===== config.mk =====
export PLATFORM = sky130hd
export DESIGN_NAME = hcbp_ctrl
export DESIGN_NICKNAME = d
export VERILOG_FILES = /design/src/rtl/hcbp_pkg.sv /design/src/rtl/hcbp_ctrl.sv
export SDC_FILE = /design/constraint.sdc
export NUM_CORES = 1
export LEC_CHECK = 0
export ABC_CLOCK_PERIOD_IN_PS = 3740
export BUFFER_PORTS_ARGS = -buffer_cell sky130_fd_sc_hd__buf_4
export CAP_MARGIN = 10
export CORE_AREA = 4 4 41 43
export DETAILED_ROUTE_END_ITERATION = 8
export DIE_AREA = 0 0 45 47
export GPL_ROUTABILITY_DRIVEN = 0
export PLACE_DENSITY = 0.59
export SLEW_MARGIN = 25
export SYNTH_ARGS = -nofsm -noshare
export SYNTH_HDL_FRONTEND = slang
export SYNTH_SLANG_ARGS = --single-unit

===== constraint.sdc =====
create_clock -name clk -period 3.74 [get_ports clk]
set_input_delay 0.187 -clock clk [delete_from_list [all_inputs] [get_ports clk]]
set_output_delay 0.187 -clock clk [all_outputs]
set_load 0.005 [all_outputs]

===== src/rtl/hcbp_pkg.sv =====
// Shared types and constants of the Huffman code bit packer.
// No dependencies; compiled first.
package hcbp_pkg;

    localparam int SYMBOL_COUNT = 256;
    localparam int SYM_W        = 8;
    localparam int LEN_W        = 6;
    localparam int CODE_W       = 32;
    localparam int BYTE_W       = 8;
    localparam int PEND_W       = 7;
    localparam int ACC_W        = PEND_W + CODE_W;
    localparam int CNT_W        = 6;
    localparam int ENTRY_W      = LEN_W + CODE_W;

    localparam logic [1:0] OP_LOAD   = 2'd0;
    localparam logic [1:0] OP_ENCODE = 2'd1;
    localparam logic [1:0] OP_FINISH = 2'd2;

    localparam logic [BYTE_W-1:0] FLUSH_EMPTY_BYTE = 8'd8;

    typedef struct packed {
        logic in_ready;
        logic accept;
        logic combine;
        logic emit_data;
        logic emit_pad;
        logic emit_count;
    } hcbp_cmd_t;

    typedef struct packed {
        logic       in_valid;
        logic [1:0] in_op;
        logic       cnt_zero;
        logic       cnt_ge8;
        logic       cnt_ge16;
        logic       out_free;
    } hcbp_status_t;

endpackage


===== src/rtl/hcbp_ctrl.sv =====
// Controller state machine: sequences lookup, byte emission and flush.
// Depends on hcbp_pkg.
module hcbp_ctrl
    import hcbp_pkg::*;
(
    input  logic         clk,
    input  logic         rst_n,
    input  hcbp_status_t status,
    output hcbp_cmd_t    cmd
);

    typedef enum logic [4:0] {
        ST_IDLE    = 5'b00001,
        ST_COMBINE = 5'b00010,
        ST_EMIT    = 5'b00100,
        ST_PAD     = 5'b01000,
        ST_COUNT   = 5'b10000
    } state_t;

    state_t state_reg;
    state_t state_next;

    always_ff @(posedge clk or negedge rst_n)
    begin
        if (!rst_n)
        begin
            state_reg <= ST_IDLE;
        end
        else
        begin
            state_reg <= state_next;
        end
    end

    always_comb
    begin
        state_next = state_reg;
        cmd        = '0;
        case (state_reg)
            ST_IDLE:
            begin
                cmd.in_ready = 1'b1;
                cmd.accept   = status.in_valid;
                if (status.in_valid)
                begin
                    case (status.in_op)
                        OP_ENCODE: state_next = ST_COMBINE;
                        OP_FINISH: state_next = status.cnt_zero ? ST_COUNT : ST_PAD;
                        default:   state_next = ST_IDLE;
                    endcase
                end
            end
            ST_COMBINE:
            begin
                cmd.combine = 1'b1;
                state_next  = ST_EMIT;
            end
            ST_EMIT:
            begin
                if (!status.cnt_ge8)
                begin
                    state_next = ST_IDLE;
                end
                else if (status.out_free)
                begin
                    cmd.emit_data = 1'b1;
                    if (!status.cnt_ge16)
                    begin
                        state_next = ST_IDLE;
                    end
                end
            end
            ST_PAD:
            begin
                if (status.out_free)
                begin
                    cmd.emit_pad = 1'b1;
                    state_next   = ST_COUNT;
                end
            end
            ST_COUNT:
            begin
                if (status.out_free)
                begin
                    cmd.emit_count = 1'b1;
                    state_next     = ST_IDLE;
                end
            end
            default:
            begin
                state_next = ST_IDLE;
            end
        endcase
    end

endmodule


==> run metrics, run 1 <==
DR pass1 iterations 6; Slowest-stage cell, CP or3b_4; Rel. slew slack 73.7%; clk_skew between 1.5 and 2 ps; Worst Setup Start Kind flip-flop; dpl hpwl 701 µm; RSZ-0062 raised after global routing false; Post-Syn Area per Cell 9.24 µm²; Area after DPL 484 µm²; post-synthesis sequential area ratio 35.1%; HP Class input port to flip-flop; # IOs 15; Rows 13; post-route ant nets 0; CTS Buffer Depth 2; cts bufs inserted 3; Yosys top cell by area dfrtp_1; Hold Violations, Final 0; syn nets 50; first-pass GRT wire length 1.48 mm; final core occ approximately two fifths; total track usage 10.4%; Syn Std Cell Area 360 µm²; Root Driver clkbuf_4; peak supply drop 260 µV; number of register bits inferred by synthesis 5; Critical Path AT 1830 ps; ANT cells 0; synth top area cells dfrtp_1 (28%), dfstp_2 (7.3%), ha_1 (6.9%); wire per inst 12.0 µm; CTS sink cnt 5; PortBufs 14; final period utilization a little over half; library cells used by synthesis 23; post-synth top area share about 28%; die extent in x about 45 µm; Buf+Inv Stages, Crit Path 2; vias 364; Achievable Freq 496 MHz; H-tree level count 1; min cycle time layout a little over 2000 ps; # nets final 70; Worst path depth 5; worst-skew pair later-pin latency 240 ps; status finished clean; initial antenna violation count 0; Initial Util 27.7%; CP delay by family, top simple AND/OR/NAND/NOR gates; PostCTS Resize Cnt 0; GRT Residual Overflow 0; Setup crit end cmd[4]; Area Overhead vs Synth 44.4%; worst r2r dst state_reg[4]; vias per cell 4.99; 1st-iter DRT viols 11; CTS tree done; Post-Layout Inst Area 520 µm²; Clk pin slew, worst setup/hold paths 40 ps; worst-path fanout max 6; DR DRC count 0; fillcell total 140; Die Y roughly 47 µm; CP Capture Type primary output; Gate Count Post-Synth 39; Critical Path Start state_reg[4]; max-slew violation count 0; vias in the first global route 356; worst-path cell chain or3_1 -> or3b_4 -> clkinv_2 -> and2_2 -> buf_4; worst path required time 3550 ps; crit path kind flip-flop to primary output; max reg flops 5; # setup viols final 0; worst slew pin tran 393 ps; leakage power 0.267 nW; Max Cap Viol 0; Core Area about 1300 µm²; R2R setup slack 1990 ps; start of the worst register-to-register path state_reg[4]; YS warnings 0; worst r2r path cells 4; WL final 876 µm; DIE AREA 2120 µm²; layout cells sized above 1 around 45%; Power per Cell Area 543 nW/µm²; pin count of the biggest net entering global routing 7; maximum single-stage delay on the critical path 430 ps; setup TNS 0 ps
[where the power goes]
part           internal [mW]  total [mW]  switching, mW
logic                 0.0723       0.137         0.0642
registers             0.0714      0.0844         0.0130
clock network         0.0403      0.0620         0.0217
total                  0.184       0.283         0.0988
[layout make-up]
type | instances | area, µm² | share of cell area [%]
Timing Repair Buffer | 15 | 115 | 22.1
Sequential cell | 5 | 126 | 24.3
Inverter | 6 | 23.8 | 4.57
Tap cell | 15 | 18.8 | 3.61
Clock buffer | 4 | 26.3 | 5.05
Multi-Input combinational cell | 28 | 210 | 40.4
[cells in the mapped netlist (all sizes together)]
cell    n
nor3b   2
or3     3
xnor2   1
and4bb  1
and3    1
o32ai   1
nand2   2
or3b    1
nand3   1
dfrtp   4
o211ai  2
ha      2
clkinv  1
dfstp   1
a31oi   1
nand2b  1
a211o   1
o22ai   2
and2    1
nor2    5
inv     5
[repair_timing]
| action | 4_1_cts | 5_1_grt |
|---|---|---|
| hold endpoints to repair | 5 | 0 |
| endpoints found under the setup margin | 0 | 0 |
| buffers inserted | 0 | 0 |
| hold buffers | 1 | 0 |
[placed cells by master (no fill, tap or decap), types with 2 or more instances in the layout]
| cell | n |
|---|---|
| buf_4 | 14 |
| clkbuf_4 | 3 |
| dfrtp_1 | 4 |
| ha_1 | 2 |
| inv_1 | 5 |
| nor2_1 | 5 |
| nor3b_1 | 2 |
| o22ai_1 | 2 |
| or3_1 | 3 |
[worst min path at each step]
stage               from      endpoint  slack, ps  cells after the start
2_1_floorplan      rst_n  state_reg[1]       -110                      0
3_3_place_gp       rst_n  state_reg[2]         -9                      1
3_5_place_dp       rst_n  state_reg[1]         -7                      1
4_1_cts        status[6]  state_reg[0]        130                      2
5_1_grt        status[6]  state_reg[0]        150                      2
6_report       status[6]  state_reg[0]        140                      2
[cells by family after synthesis]
group / synth area share [%]
simple gates: 30.9
compound gates: 18.1
buf+inv: 6.60
flops: 35.1
fa+ha+maj: 6.94
xor+xnor: 2.43
[per-stage QoR]
| stage | cells | setup slack (ps) | power, mW | hold WS, ps |
|---|---|---|---|---|
| floorplan | 39 | 2100 | 0.174 | -109 |
| global placement | 68 | 2010 | 0.220 | -8.51 |
| detailed placement | 68 | 1980 | 0.221 | -7.14 |
| CTS | 73 | 1710 | 0.286 | 131 |
| global route | 73 | 1600 | 0.307 | 148 |
| finish | 73 | 1720 | 0.283 | 143 |
[layer usage]
layer	routed length (µm)	part of all wire [%]	global-route usage, %
met5	0	0	0
met4	22	2.5	12.3
met3	63	7.2	1.53
met2	441	50	16.1
met1	349	40	11.3
Note: power is estimated with default switching activity, not from simulation.
==> run 2: changes to the inputs <==
- ABC_AREA: not set -> 1
- ABC_CLOCK_PERIOD_IN_PS: 3740 -> 2000
- PLACE_DENSITY: 0.59 -> 0.62
- clock period: 3.74 -> 2 ns (I/O delays scaled with it)
==> run 2 against run 1 <==
Compared with the run above: count of clock-buffer cells in the layout did not move; clock power rose by 85%; register-to-register slack lost 1200 ps; largest power group unchanged; global-route usage decreased by 1.1 points; highest routed layer unchanged; die area is the same; critical endpoint is now cmd[2].
==> run metrics, run 2 <==
status finished clean (unchanged); Rows 13 (unchanged); worst path required time 1900 ps (was 3550 ps); main flop type after synthesis dfrtp_1 (unchanged); post-route ant nets 0 (unchanged); Hold Violations, Final 0 (unchanged); most frequent cells in the layout buf_4 (14), nand2_1 (11), inv_1 (9) (was buf_4 (14), inv_1 (5), nor2_1 (5)); Clk pin slew, worst setup/hold paths 40 ps (about the same); vias in the first global route 372 (was 356); combinational power share 48.0% (was 48.3%); hold slack 134 ps (was 143 ps); pin count of the biggest net entering global routing 7 (unchanged); ANT cells 0 (unchanged); Initial Util 30.5% (was 27.7%); RSZ-0062 raised after global routing false (unchanged); power share of the sequential group 30.8% (was 29.8%); fraction of the mapped netlist area in adder cells 6.31% (was 6.94%); Yosys top cell by area dfrtp_1 (unchanged); Simple-Gate Fraction of Synth Area 50.8% (was 30.9%); HP Class input port to flip-flop (unchanged); Psw 220 µW (was 98.8 µW); initial antenna violation count 0 (unchanged); Achievable Freq between 700 and 800 MHz; wire per inst 9.34 µm (was 12.0 µm); Root Driver clkbuf_4 (unchanged); # setup viols final 0 (unchanged); final core occ 42.8% (was 40.0%); compound-gate portion of the synthesized area 1.26% (was 18.1%); min cycle time layout about 1300 ps; vias per cell 4.41 (was 4.99); dpl hpwl 735 µm (was 701 µm); crit path kind flip-flop to primary output (unchanged); Rel. slew slack 84.4% (was 73.7%); commonest non-fill, non-tap cell in the layout buf_4 (unchanged); syn nets 67 (was 50); leakage power 0.323 nW (was 0.267 nW); max-slew violation count 0 (unchanged); DR DRC count 0 (unchanged); WHS Path Cells 4 (was 2); setup TNS 0 ps (unchanged); most frequent cell after synthesis nand2_1; post-synth top area share 25.2% (was 27.8%); Slowest-stage cell, CP dfrtp_1 (was or3b_4); worst-path fanout max 5 (was 6); CTS tree done (unchanged); Post-Layout Inst Area 557 µm² (was 520 µm²); fraction of registers with async set/reset 100% (unchanged); Power per Cell Area 972 nW/µm² (was 543 nW/µm²); 1st-iter DRT viols 1 (was 11); # nets final 87 (was 70); number of register bits inferred by synthesis 5 (unchanged); # IOs 15 (unchanged); Post-Syn Area per Cell 7.08 µm² (was 9.24 µm²); Area Overhead vs Synth 40.4% (was 44.4%); Place WS 828 ps (was 1980 ps); post-synthesis sequential area ratio 31.9% (was 35.1%); Syn Std Cell Area 397 µm² (was 360 µm²); synth top area cells dfrtp_1 (25%), nand2_1 (10%), inv_1 (8.5%) (was dfrtp_1 (28%), dfstp_2 (7.3%), ha_1 (6.9%)); DR pass1 iterations 2 (was 6); leading cell types by count after synthesis nand2_1 (11), inv_1 (9), nor2_1 (8) (was inv_1 (5), nor2_1 (5), dfrtp_1 (4)); clk_skew 1.84 ps (was 1.65 ps); vias 397 (was 364); Worst Setup Start Kind flip-flop (unchanged); fillcell total 156 (was 140); first-pass GRT wire length 1.40 mm (was 1.48 mm); mux share of post-synthesis cell area 0% (unchanged); Post-synth EDFFs 0 (unchanged); die extent in x 45 µm (unchanged); setup ws final 670 ps (was 1720 ps); largest family of logic cells by synthesized area simple AND/OR/NAND/NOR gates (unchanged); WL final 841 µm (was 876 µm); YS warnings 0 (unchanged); GRT Residual Overflow 0 (unchanged); Synth Area in XOR/XNOR 0% (was 2.43%); cts bufs inserted 3 (unchanged); max reg flops 5 (unchanged); CTS Buffer Depth 2 (unchanged); maximum single-stage delay on the critical path 420 ps (was 430 ps); layout cells sized above 1 38.7% (was 44.8%); peak supply drop 403 µV (was 260 µV); Pint 321 µW (was 184 µW); Gate Count Post-Synth 56 (was 39); final period utilization 66.5%; DIE AREA 2120 µm² (unchanged); Area after DPL 520 µm² (was 484 µm²); H-tree level count 1 (unchanged); CP Capture Type primary output (unchanged); worst-skew pair later-pin latency 240 ps (about the same); Critical Path AT 1230 ps (was 1830 ps); total track usage 9.29% (was 10.4%); CTS sink cnt 5 (unchanged); PortBufs 14 (unchanged); Net Sw Frac 40.7% (was 34.9%); Die Y 47 µm (unchanged); worst-path cell chain nor2_4 -> nand2_2 -> nor4_1 -> buf_4 (was or3_1 -> or3b_4 -> clkinv_2 -> and2_2 -> buf_4); worst r2r path cells 6 (was 4); clock power share 21.3% (was 21.9%); worst slew pin tran 232 ps (was 393 ps); Core Area 1300 µm² (unchanged); Max Cap Viol 0 (unchanged); library cells used by synthesis 17 (was 23)
-- run 2: cell types whose count changed in the layout (fill, tap and decap cells not counted), sizes merged, moves of 2 or more --
cell and delta:
nand2 +13, nor2 +8, inv +4, nand4 +4, or3 -3, nand3 +2, o211ai -2, o22ai -2
-- run 2: cell families after synthesis --
logic type	after synthesis
adders and majority gates	2
AOI/OAI and AO/OA	1
DFF	5
and+or+nand+nor	38
buffers and inverters	10
-- run 2: per-layer routing --
metal	track usage [%]	vias up	share of wire, %
li1	-	216	-
met1	10.6	165	42
met2	15.5	14	47
met3	2.68	2	9.3
met4	5.26	0	1.4
met5	0	-	0
-- run 2: area by class of cell --
cell class | instances | area (µm²) | share of cell area [%]
tap | 15 | 18.8 | 3.37
multi-input combinational | 41 | 231 | 41.6
inverter | 10 | 38.8 | 6.97
sequential | 5 | 126 | 22.7
clock buffer | 4 | 26.3 | 4.72
timing repair buffer | 15 | 115 | 20.7
-- run 2: worst max-delay path: cells and delay by family, from the launching register on --
kind | cells | cell delay [ps]
AND/OR/NAND/NOR | 3 | 420
flip-flops | 1 | 420
buffers and inverters | 1 | 160
-- run 2: path summary, 6_finish.rpt --
kind	slack, ps	end	start
max in group asynchronous	1610	state_reg[0]	rst_n
worst max register to register	820	state_reg[3]	state_reg[0]
min in group asynchronous	200	state_reg[1]	rst_n
worst min register to register	600	state_reg[0]	state_reg[0]
worst max-delay path	670	cmd[2]	state_reg[1]
worst min-delay path	130	state_reg[3]	status[3]
-- run 2: metrics by stage --
step / cells / power (mW)
finish: 90 / 0.541
floorplan: 56 / 0.343
detailed placement: 85 / 0.433
global placement: 85 / 0.430
global route: 90 / 0.603
CTS: 90 / 0.554
-- run 2: power by group through the flow --
stage,Combinational (mW),Clock [mW],Sequential [mW]
5_1_grt,0.305,0.127,0.171
4_1_cts,0.268,0.120,0.167
3_5_place_dp,0.264,0,0.168
2_1_floorplan,0.179,0,0.164
3_3_place_gp,0.262,0,0.168
6_report,0.260,0.115,0.167
-- run 2: timing repair --
item	CTS	global route
resized for setup	0	0
hold buffers	1	0
hold endpoints to repair	5	0
setup buffers	0	0
